## src/design/rank_fusion_topk_defines.svh

```systemverilog
// ----------------------------------------------------------------------------
// Rank fusion top-k: assertion macros
// Shared concurrent assertion wrappers clocked on clk.
// ----------------------------------------------------------------------------
`ifndef RANK_FUSION_TOPK_DEFINES_SVH
`define RANK_FUSION_TOPK_DEFINES_SVH

// Checked only while the block is out of reset.
`define RFT_ASSERT(lbl, prop, msg) \
  lbl: assert property (@(posedge clk) disable iff (!rst_n) prop) else $error(msg);

// Checked at every edge, reset included.
`define RFT_ASSERT_ALWAYS(lbl, prop, msg) \
  lbl: assert property (@(posedge clk) prop) else $error(msg);

`endif

```

## src/design/rft_pkg.sv

```systemverilog
// ----------------------------------------------------------------------------
// Rank fusion top-k package
// Codes, states and fixed widths shared by the block's files.
// ----------------------------------------------------------------------------
package rft_pkg;

  localparam int IdW    = 32;
  localparam int ScoreW = 32;
  localparam int RankW  = 16;
  localparam int RrfKW  = 10;
  localparam int TopKW  = 7;
  localparam int DenW   = 17;
  localparam int QuotW  = 25;
  localparam int CfgIdxW  = 1;
  localparam int CfgDataW = 10;

  localparam logic [RrfKW-1:0] RrfKReset = 10'd60;
  localparam logic [TopKW-1:0] TopKReset = 7'd10;

  localparam logic ActHit    = 1'b0;
  localparam logic ActFinish = 1'b1;

  localparam logic [CfgIdxW-1:0] CfgRrfK = 1'd0;
  localparam logic [CfgIdxW-1:0] CfgTopK = 1'd1;

  typedef enum logic [5:0] {
    S_IDLE  = 6'b000001,
    S_HSCAN = 6'b000010,
    S_HWAIT = 6'b000100,
    S_HUPD  = 6'b001000,
    S_FSCAN = 6'b010000,
    S_FEMIT = 6'b100000
  } state_t;

endpackage

```

## src/design/rft_div.sv

```systemverilog
// ----------------------------------------------------------------------------
// Rank fusion top-k reciprocal divider
// Restoring divider giving floor(2^24 / denom), one quotient bit per cycle.
// ----------------------------------------------------------------------------
module rft_div (
  input  logic                         clk,
  input  logic                         rst_n,
  input  logic                         start,
  input  logic [rft_pkg::DenW-1:0]     denom,
  output logic                         done,
  output logic [rft_pkg::QuotW-1:0]    quot
);

  localparam int CntW = $clog2(rft_pkg::QuotW + 1);

  logic                        busy_r, busy_nxt;
  logic                        done_r, done_nxt;
  logic [CntW-1:0]             cnt_r, cnt_nxt;
  logic [rft_pkg::DenW-1:0]    den_r, den_nxt;
  logic [rft_pkg::DenW:0]      rem_r, rem_nxt;
  logic [rft_pkg::QuotW-1:0]   sh_r, sh_nxt;
  logic [rft_pkg::DenW:0]      trial;

  always_comb begin
    busy_nxt = busy_r;
    done_nxt = done_r;
    cnt_nxt  = cnt_r;
    den_nxt  = den_r;
    rem_nxt  = rem_r;
    sh_nxt   = sh_r;
    // Remainder stays below denom, so one shifted-in bit fits the extra bit.
    trial    = {rem_r[rft_pkg::DenW-1:0], sh_r[rft_pkg::QuotW-1]};
    if (start) begin
      busy_nxt = 1'b1;
      done_nxt = 1'b0;
      cnt_nxt  = CntW'(rft_pkg::QuotW);
      den_nxt  = denom;
      rem_nxt  = '0;
      sh_nxt   = {1'b1, {(rft_pkg::QuotW-1){1'b0}}};
    end else if (busy_r) begin
      if (trial >= {1'b0, den_r}) begin
        rem_nxt = trial - {1'b0, den_r};
        sh_nxt  = {sh_r[rft_pkg::QuotW-2:0], 1'b1};
      end else begin
        rem_nxt = trial;
        sh_nxt  = {sh_r[rft_pkg::QuotW-2:0], 1'b0};
      end
      cnt_nxt = cnt_r - 1'b1;
      if (cnt_r == CntW'(1)) begin
        busy_nxt = 1'b0;
        done_nxt = 1'b1;
      end
    end
  end

  always_ff @(posedge clk) begin
    if (!rst_n) begin
      busy_r <= 1'b0;
      done_r <= 1'b0;
      cnt_r  <= '0;
    end else begin
      busy_r <= busy_nxt;
      done_r <= done_nxt;
      cnt_r  <= cnt_nxt;
    end
  end

  always_ff @(posedge clk) begin
    den_r <= den_nxt;
    rem_r <= rem_nxt;
    sh_r  <= sh_nxt;
  end

  assign done = done_r;
  assign quot = sh_r;

endmodule

```

## config.mk

```make
export PLATFORM = sky130hd
export DESIGN_NAME = rft_div
export DESIGN_NICKNAME = d
export VERILOG_FILES = /design/src/design/rank_fusion_topk_defines.svh /design/src/design/rft_pkg.sv /design/src/design/rft_div.sv
export SDC_FILE = /design/constraint.sdc
export NUM_CORES = 1
export LEC_CHECK = 0
export ABC_AREA = 1
export BUFFER_PORTS_ARGS = -buffer_cell sky130_fd_sc_hd__clkbuf_2
export CAP_MARGIN = 10
export CORE_MARGIN = 3
export CORE_UTILIZATION = 63
export DETAILED_ROUTE_END_ITERATION = 10
export PLACE_DENSITY = 0.9
export SETUP_SLACK_MARGIN = 0.05
export SYNTH_ARGS = -nofsm -noshare
export SYNTH_HDL_FRONTEND = slang
export SYNTH_SLANG_ARGS = --single-unit
```

## constraint.sdc

```tcl
create_clock -name clk -period 4.85 [get_ports clk]
set_clock_uncertainty 0.1 [all_clocks]
set_input_delay 0.2425 -clock clk [delete_from_list [all_inputs] [get_ports clk]]
set_output_delay 0.2425 -clock clk [all_outputs]
set_load 0.1 [all_outputs]
```

=== Yosys cells after proc, flatten, opt, wreduce, memory -nomap -nowiden ===
Cells that the tools add are included.

* Register bits after elaboration: 66
* Input port bits: 20
* Output and inout port bits: 26
* Word-level logic and storage cells: 22

* $add $sub $neg: 2
* $lt $le $gt $ge: 1
* Equal/unequal tests: 1
* Muxes and demuxes: 7
* Bitwise gates (word level): 1
* Reductions and logical operators: 3

{| class="wikitable"
|+ Operator list
! cell !! number
|-
| $ge A18 B17 Y1 || 1
|-
| $mux W17 || 1
|-
| $sub A17 B17 Y17 || 1
|-
| $mux W5 || 2
|-
| $eq A5 B1 Y1 const B || 1
|-
| $sub A5 B1 Y5 const B || 1
|-
| $mux W1 || 4
|-
| $reduce_and A2 Y1 || 1
|-
| $reduce_bool A2 Y1 || 1
|-
| $reduce_or A2 Y1 || 1
|-
| $not A1 Y1 || 1
|}

=== Longest topological paths before layout ===
Gate-level depths: netlist of the first run.

* Depth in word-level cells: 4
* Gate-level depth with buffers: 15
* Gate-level depth less buffers: 15

=== Worst setup path before layout of the first run ===
OpenSTA, ideal clock, no wires.

* Kind: register to register
* Start: register sh_r (netlist bit quot[24])
* End: register rem_r[14] (netlist bit)
* Library setup time: 0.129 ns
* Arrival: 2.273 ns
* Required time: 4.621 ns
* Setup slack: 2.349 ns
* Stages on the path, launching flop included: 14
* Path buffers: 0
* Clock period less this slack: 2.501 ns
* Path through: dfxtp_1 -> inv_1 -> ha_1 -> inv_1 -> fa_1 -> nand3_1 -> nand3_1 -> nand2_1 -> nand2_1 -> nand2_1 -> a21oi_1 -> nor2_1 -> nor2_1 -> nor2_1

* Longest elaborated chain between the ends: 2
* Elaborated cells between the ends (all ways): 3
* Classes of those cells: add/sub (1); order compare (1); mux (1)

{| class="wikitable"
|+ RTL lines
! element !! line !! RTL
|-
| start, declared || rft_div.sv:21 || <nowiki>logic [rft_pkg::QuotW-1:0] sh_r, sh_nxt;</nowiki>
|-
| start signal, assigned || rft_div.sv:71 || <nowiki>sh_r <= sh_nxt;</nowiki>
|-
| $sub A17 B17 Y17 or $ge A18 B17 Y1 (tied branches) || rft_div.sv:42, rft_div.sv:41 ||
|-
| $mux W17 (*) || rft_div.sv:41 || <nowiki>if (trial >= {1'b0, den_r}) begin</nowiki>
|-
| end signal, assigned || rft_div.sv:70 || <nowiki>rem_r <= rem_nxt;</nowiki>
|-
| end, declared || rft_div.sv:20 || <nowiki>logic [rft_pkg::DenW:0] rem_r, rem_nxt;</nowiki>
|}

Mark *: on every way between the ends. The rest lies on a longest branch, timed or not.
A chain may end at the register's enable or synchronous reset.

=== Worst setup path after layout of the first run ===
* Start: register busy_r
* End: register cnt_r[3]

* Longest elaborated chain between the ends: 1

{| class="wikitable"
|+ RTL lines
! element !! line !! RTL
|-
| start, declared || rft_div.sv:16 || <nowiki>logic busy_r, busy_nxt;</nowiki>
|-
| start signal, assigned || rft_div.sv:62 || <nowiki>busy_r <= busy_nxt;</nowiki>
|-
| $reduce_bool A2 Y1 (no source line) || -- ||
|-
| end signal, assigned || rft_div.sv:64 || <nowiki>cnt_r <= cnt_nxt;</nowiki>
|-
| end, declared || rft_div.sv:18 || <nowiki>logic [CntW-1:0] cnt_r, cnt_nxt;</nowiki>
|}

Every way passes these cells.

==> results.toml, run 1 <==
[drt]
dr_total_vias = 3542
route.detailed.drc = 0
first_pass_iters = 6
drtIter0Drc = 435
ant_nets = 0
wl_per_cell_um = 13.1
viasPerCell = 5.41
wirelength_um = 8610

[worst_setup_path]
worstSetupPathType = "flop to flop"
crit_fanout = 61
required_ns = 4.99
worstPathArrival_ns = 2.78
critPathSlowestCell = "dfxtp_2"
start_kind = "flop"
timing.rr.start = "busy_r"
r2r_cells = 6
max_stage_delay_ns = 1.00
reg2reg_to = "cnt_r[3]"
r2r_setup_slack_ns = 2.20
path_cells = "inv_1 > buf_16 > nor2_1 > nand2_1 > o21ai_0 > a21oi_1"
endpoint_kind = "flop"

[pwr]
pwr-share-comb = 0.207
leakage_nw = 2.30
p_seq_frac = 0.447
peakVddDrop_mv = 0.308
p_switching_mw = 0.480
p_clk_frac = 0.346
switching_share = 0.342
power.density_nw_per_um2 = 324
p_int_mw = 0.922

[sta]
rsz0062_at_grt = "no"
worst_pin_slew_ns = 1.01
slew_headroom = 0.325
finalMaxSlewViolations = 0
post-route-period-util = 0.546
worst_slack_ns = 2.20
max_freq_mhz = 377
setup_viol = 0
hold_ws_ns = 0.0872
hold_violations = 0
finalSetupTns_ns = 0
fin_crit_ns = 2.65

[placement]
portBuffers = 45
gp_routability_congestion = 0.925
hpwl_um = 5740
pre_cts_ws_ns = 2.14
placedCellCount = 621

[global_route]
first_global_vias = 3265
grt_max_degree = 62
overflow = 0
grt_pass1_wl_um = 14000
grt.total_usage = 0.268
antenna_found_initial = 0

[finish]
final_cells = 655
layout-drive-gt1-share = 0.132
area_delta_synth_final_pct = 17.4
antennaDiodeCount = 0
nets = 618

[min_path]
min_path_cells = 3
min-delay-start = "rst_n"
hp-class = "primary input to flop"
holdPathEnd = "cnt_r[0]"

[yosys]
yosysTopAreaCell = "dfxtp_1"
synth_seq_cells = 66
synth_area_leaders = "dfxtp_1 (27%), edfxtp_1 (14%), nand2_1 (12%)"
ys_seq_area_frac = 0.404
syn_nets = 562
ys_types = 35
netlist_area_um2 = 3690
synthesis.instances = 522
postSynthAreaPerCell_um2 = 7.07
synth_top_area_share = 0.266
yosys_warnings = 0

[floorplan]
die_x_um = 82.5
dieArea_um2 = 6810
rows = 27
start_util = 0.662
die_h_um = 82.5
coreArea_um2 = 5570
io_pins = 46

[cts]
cts-root-buf = "clkbuf_8"
path_clk_slew_ns = 0.08
cts_buffers = 9
cts_tree = "done"
clk-insertion-delay-late_ns = 0.35
cts_setup_buffers = 0
h-tree-depth = 3
cts_num_sinks = 66
cts_buffer_depth = 2

[status]
outcome = "complete, no violations"

[flow_run]
max_cap_viol_count = 0
==> worst max-delay path by stage <==
stage / startpoint / end / slack, ns / cells after the start
global placement: busy_r / cnt_r[3] / 2.21 / 5
CTS: busy_r / cnt_r[3] / 2.05 / 5
floorplan: quot[24] / rem_r[14] / 2.35 / 13
global route: busy_r / cnt_r[3] / 1.90 / 6
finish: busy_r / cnt_r[3] / 2.20 / 6
detailed placement: busy_r / cnt_r[3] / 2.14 / 5
==> cells by family after synthesis <==
logic type	count (synthesis)	synth area share
AO/OA/AOI/OAI	51	0.0749
buffers and inverters	103	0.109
adder cells (fa/ha/maj)	20	0.0698
AND/OR/NAND/NOR	273	0.320
flip-flops	66	0.404
XOR/XNOR	9	0.0214
==> per-stage QoR <==
stage,util,power (mW),cell area [um2]
finish,0.778,1.40,4330
detailed placement,0.704,0.910,3920
global route,0.778,1.46,4330
global placement,0.704,0.902,3920
CTS,0.773,1.40,4310
floorplan,-,0.854,3690
==> registers in the layout, summed over array words and instances, names as in the netlist <==
signal  count
den_r      17
busy_r      1
quot       25
cnt_r       5
done        1
rem_r      17
==> cell usage in the layout (no fill, tap or decap), types with 9 or more instances in the layout <==
cell	count
nand2_1	120
edfxtp_1	17
dlygate4sd3_1	17
clkbuf_2	45
inv_1	84
nand3_1	39
dfxtp_1	48
nor2_1	80
a21oi_1	13
o21ai_0	29
nand4_1	14
ha_1	19
clkbuf_8	9
==> what timing repair did <==
action,CTS,global route
hold buffers,17,0
endpoints found under the hold margin,17,0
gates resized for setup,0,0
==> cells in the mapped netlist (all sizes together) <==
cell type and count:
fa 1, nand3b 2, nor2 84, inv 84, or2 2, o211ai 1, a31oi 2, edfxtp 17
ha 19, nor3 3, o21ai 29, clkbuf 11, buf 7, nand4 15, xnor2 2, dfxtp 49
xor2 7, and2 1, a211oi 1, clkinv 1, nand2 126, nand3 40, o21bai 3, a21oi 14
o31ai 1
==> layer usage <==
metal / GRT usage / vias to the layer above / wire length [um]
li1: - / 1761 / -
met1: 0.326 / 1604 / 3620
met3: 0.0553 / 34 / 635
met2: 0.439 / 143 / 4050
met5: 0 / - / 0
met4: 0.150 / 0 / 306
==> layout make-up <==
| type | instances | area (um2) |
|---|---|---|
| clock buffers | 11 | 174 |
| clock inverters | 5 | 40.0 |
| fillers | 394 | 1240 |
| inverters | 85 | 319 |
| multi-input cells | 353 | 1800 |
| flip-flops and latches | 66 | 1490 |
| well taps | 72 | 90.1 |
| repair buffers | 63 | 423 |
==> power groups by stage <==
stage / Clock, mW / Sequential [mW] / Combinational (mW)
after floorplan: 0 / 0.743 / 0.111
after global placement: 0 / 0.637 / 0.265
after detailed placement: 0 / 0.638 / 0.272
after CTS: 0.487 / 0.626 / 0.285
after global routing: 0.513 / 0.632 / 0.312
final: 0.485 / 0.627 / 0.290
==> worst max-delay path: cells and delay by family (launching register included) <==
kind,cells,cell delay (ns)
DFF,1,1.00
buffers and inverters,2,0.95
and+or+nand+nor,2,0.26
AOI/OAI and AO/OA,2,0.22
Note: power is estimated with default switching activity, not from simulation.
==> run 2: changes to the inputs <==
CORE_UTILIZATION = 58   (was 63)
PLACE_DENSITY = 0.84   (was 0.9)
clock period = 2.6 ns   (was 4.85 ns; I/O delays follow)
==> run 2 against run 1 <==
First-iteration DRC count down 42%. Clock power up 100%. Register-to-register slack worse by 2.0 ns. Sequential cell count unchanged. Combinational power up 91%. Non-clock buffer count up 5. Setup slack worse by 2.0 ns. Maximum frequency up 12%. Worst hold slack better by 0.018 ns. Global-route usage down 2.2 points. Utilization down 5.2 points.
==> results.toml, run 2 (same netlist as run 1, synthesis figures left out) <==
[floorplan]
die_h_um = 85.8
coreArea_um2 = 6030
die_x_um = 85.8
start_util = 0.613
io_pins = 46
rows = 28
dieArea_um2 = 7360

[cts]
h-tree-depth = 3
cts_buffer_depth = 2
cts_num_sinks = 66
path_clk_slew_ns = 0.08
cts_tree = "done"
cts-root-buf = "clkbuf_8"
cts_buffers = 9
clk-insertion-delay-late_ns = 0.34
cts_setup_buffers = 0

[global_route]
grt_max_degree = 61
grt_pass1_wl_um = 14600
first_global_vias = 3269
antenna_found_initial = 0
overflow = 0
grt.total_usage = 0.246

[worst_setup_path]
cp-startpoint = "quot[24]"
required_ns = 2.78
start_kind = "flop"
worstSetupPathType = "flop to flop"
crit_fanout = 16
timing.rr.start = "quot[24]"
endpoint_kind = "flop"
r2r_setup_slack_ns = 0.24
worstPathArrival_ns = 2.55

[drt]
dr_total_vias = 3486
wirelength_um = 8480
drtIter0Drc = 252
ant_nets = 0
route.detailed.drc = 0
wl_per_cell_um = 12.8
first_pass_iters = 5
viasPerCell = 5.26

[finish]
antennaDiodeCount = 0
multi_input_area_um2 = 1800
layout_commonest_cell = "nand2_1"
nets = 623
largest_register_ff_count = 25
finalInstanceArea_um2 = 4370
seqCellArea_um2 = 1490
post-route-util = 0.725
final_cell_mix = "nand2_1 (120), inv_1 (84), nor2_1 (80)"
area_delta_synth_final_pct = 18.4
fillCellCount = 480
layout-drive-gt1-share = 0.134

[sta]
worst_pin_slew_ns = 0.640
setup_viol = 0
worst_slack_ns = 0.235
max_freq_mhz = 423
post-route-period-util = 0.910
rsz0062_at_grt = "no"
slew_headroom = 0.573
fin_crit_ns = 2.36
hold_violations = 0
finalSetupTns_ns = 0
finalMaxSlewViolations = 0

[placement]
portBuffers = 45
placedInstanceArea_um2 = 3960
gp_routability_congestion = 0.911
pre_cts_ws_ns = 0.316
hpwl_um = 5890

[min_path]
hp-class = "primary input to flop"
min-delay-start = "start"

[pwr]
fin_total_pwr_mw = 2.69
peakVddDrop_mv = 0.610
leakage_nw = 2.31
power.density_nw_per_um2 = 615

[status]
outcome = "complete, no violations"

[flow_run]
max_cap_viol_count = 0
==> run 2: routing by layer <==
layer	up-vias	global-route usage	part of all wire
met3	23	0.0596	0.062
met4	0	0.0863	0.022
met1	1577	0.321	0.45
met5	-	0	0
met2	118	0.398	0.46
li1	1768	-	-
==> run 2: final cells by class <==
cell class,count,share of cell area
multi-input cells,353,0.411
inverters,85,0.0730
repair buffers,68,0.101
well taps,75,0.0215
clock buffers,11,0.0324
clock inverters,5,0.0195
flip-flops and latches,66,0.341
==> run 2: through the flow <==
step | std cells | hold slack (ns)
after floorplan | 522 | 0.129
after global placement | 629 | 0.206
after detailed placement | 629 | 0.209
after CTS | 663 | 0.0848
after global routing | 663 | 0.119
final | 663 | 0.105
==> run 2: path summary, 6_finish.rpt <==
kind | endpoint | cells past startpoint
worst max register to register | rem_r[13] | 11
worst max-delay path | rem_r[13] | 11
worst min-delay path | busy_r | 3
worst min register to register | rem_r[16] | 2
==> run 2: report_power, final <==
part           switching (mW)  internal, mW
sequential             0.0354          1.12
clock                   0.410         0.572
combinational           0.423         0.131
total                   0.868          1.82
==> run 2: worst max-delay path, stage by stage, from the launching register on <==
cell,delay (ns)
dfxtp_1,0.33
inv_1,0.08
ha_1,0.14
inv_1,0.06
fa_1,0.42
nand3_1,0.13
nand3_2,0.11
nand2_2,0.29
nand3_1,0.24
o21ai_0,0.26
nor2_1,0.07
nor2_1,0.08
==> run 2: timing repair <==
action | 4_1_cts | 5_1_grt
setup endpoints to repair | 0 | 0
endpoints found under the hold margin | 24 | 0
hold buffers | 18 | 0
resized for setup | 0 | 0
==> run 3: changes to the inputs <==
PLACE_DENSITY = 0.78   (was 0.84)
==> run 3 against run 2 <==
Non-clock buffer count stayed put. Worst hold slack better by 0.086 ns. Clock-buffer cell count is 1 lower.
==> results.toml, run 3 (same netlist as run 1, synthesis figures left out) <==
[worst_setup_path]
required_ns = 2.72
start_kind = "flop"
reg2reg_to = "rem_r[10]"
timing.rr.start = "quot[24]"
worstPathArrival_ns = 2.47
r2r_cells = 12
crit_fanout = 16
endpoint_kind = "flop"
r2r_setup_slack_ns = 0.25
worstSetupPathType = "flop to flop"

[min_path]
holdPathEnd = "rem_r[9]"
min-delay-start = "start"
min_path_cells = 3
hp-class = "primary input to flop"

[flow_run]
max_cap_viol_count = 0

[floorplan]
die_x_um = 85.8
start_util = 0.613
coreArea_um2 = 6030
die_h_um = 85.8
rows = 28
io_pins = 46
dieArea_um2 = 7360

[cts]
h-tree-depth = 3
cts_setup_buffers = 0
path_clk_slew_ns = 0.08
clk-insertion-delay-late_ns = 0.35
cts_tree = "done"
cts_buffer_depth = 2
cts_buffers = 9
cts_num_sinks = 66
cts-root-buf = "clkbuf_8"

[finish]
largest_register_ff_count = 25
antennaDiodeCount = 0
layout-drive-gt1-share = 0.134
post-route-util = 0.721
nets = 623
final_cells = 663
area_delta_synth_final_pct = 17.7
layout_commonest_cell = "nand2_1"
final_cell_mix = "nand2_1 (120), inv_1 (84), nor2_1 (80)"
finalInstanceArea_um2 = 4340

[drt]
drtIter0Drc = 273
viasPerCell = 5.22
route.detailed.drc = 0
dr_total_vias = 3463
wirelength_um = 8330
first_pass_iters = 5
wl_per_cell_um = 12.6
ant_nets = 0

[sta]
rsz0062_at_grt = "no"
post-route-period-util = 0.904
finalSetupTns_ns = 0
max_freq_mhz = 426
hold_violations = 0
slew_headroom = 0.617
finalMaxSlewViolations = 0
worst_pin_slew_ns = 0.575
setup_viol = 0
hold_ws_ns = 0.191
worst_slack_ns = 0.250
fin_crit_ns = 2.35

[placement]
placedCellCount = 629
placedInstanceArea_um2 = 3960
portBuffers = 45
hpwl_um = 5780
gp_routability_congestion = 0.925
pre_cts_ws_ns = 0.278

[global_route]
first_global_vias = 3234
grt_pass1_wl_um = 14300
antenna_found_initial = 0
overflow = 0
grt.total_usage = 0.241
grt_max_degree = 61

[pwr]
fin_total_pwr_mw = 2.58
leakage_nw = 2.31
peakVddDrop_mv = 0.584
power.density_nw_per_um2 = 594

[status]
outcome = "complete, no violations"
## run 3: repair_timing
action	in CTS	in global routing
hold buffers	18	0
gates resized for setup	0	0
hold endpoints to repair	24	0
## run 3: routing by layer
metal | GRT usage | up-vias | share of wire
li1 | - | 1771 | -
met1 | 0.319 | 1554 | 0.46
met2 | 0.380 | 121 | 0.45
met3 | 0.0644 | 17 | 0.066
met4 | 0.0863 | 0 | 0.020
met5 | 0 | - | 0
## run 3: layout make-up
class | count | area (um2)
clock buffer | 10 | 138
tap | 75 | 93.8
multi-input combinational | 353 | 1800
inverter | 85 | 319
fill | 489 | 1680
clock inverter | 6 | 63.8
sequential | 66 | 1490
timing repair buffer | 68 | 443
## run 3: worst max-delay path by stage
| stage | slack, ns | startpoint | endpoint | cells past startpoint |
|---|---|---|---|---|
| floorplan | 0.1 | quot[24] | rem_r[14] | 13 |
| global placement | 0.38 | quot[24] | rem_r[10] | 12 |
| detailed placement | 0.28 | quot[24] | rem_r[10] | 12 |
| CTS | 0.27 | quot[24] | rem_r[10] | 12 |
| global route | 0.08 | quot[24] | rem_r[13] | 11 |
| finish | 0.25 | quot[24] | rem_r[10] | 12 |
## run 3: worst max-delay path, stage by stage (launching register included)
cell	delay [ns]
dfxtp_1	0.33
inv_1	0.08
ha_1	0.14
inv_1	0.06
fa_1	0.42
nand3_1	0.13
nand3_2	0.11
nand2_2	0.29
nand2_4	0.20
nand2_2	0.14
nor2_1	0.06
nor2_1	0.13
nor2_1	0.05
## run 3: power breakdown
part | switching (mW) | internal, mW | leakage (nW)
Sequential | 0.0340 | 1.12 | 0.568
Combinational | 0.422 | 0.131 | 1.64
Clock | 0.408 | 0.469 | 0.100
Total | 0.864 | 1.72 | 2.31
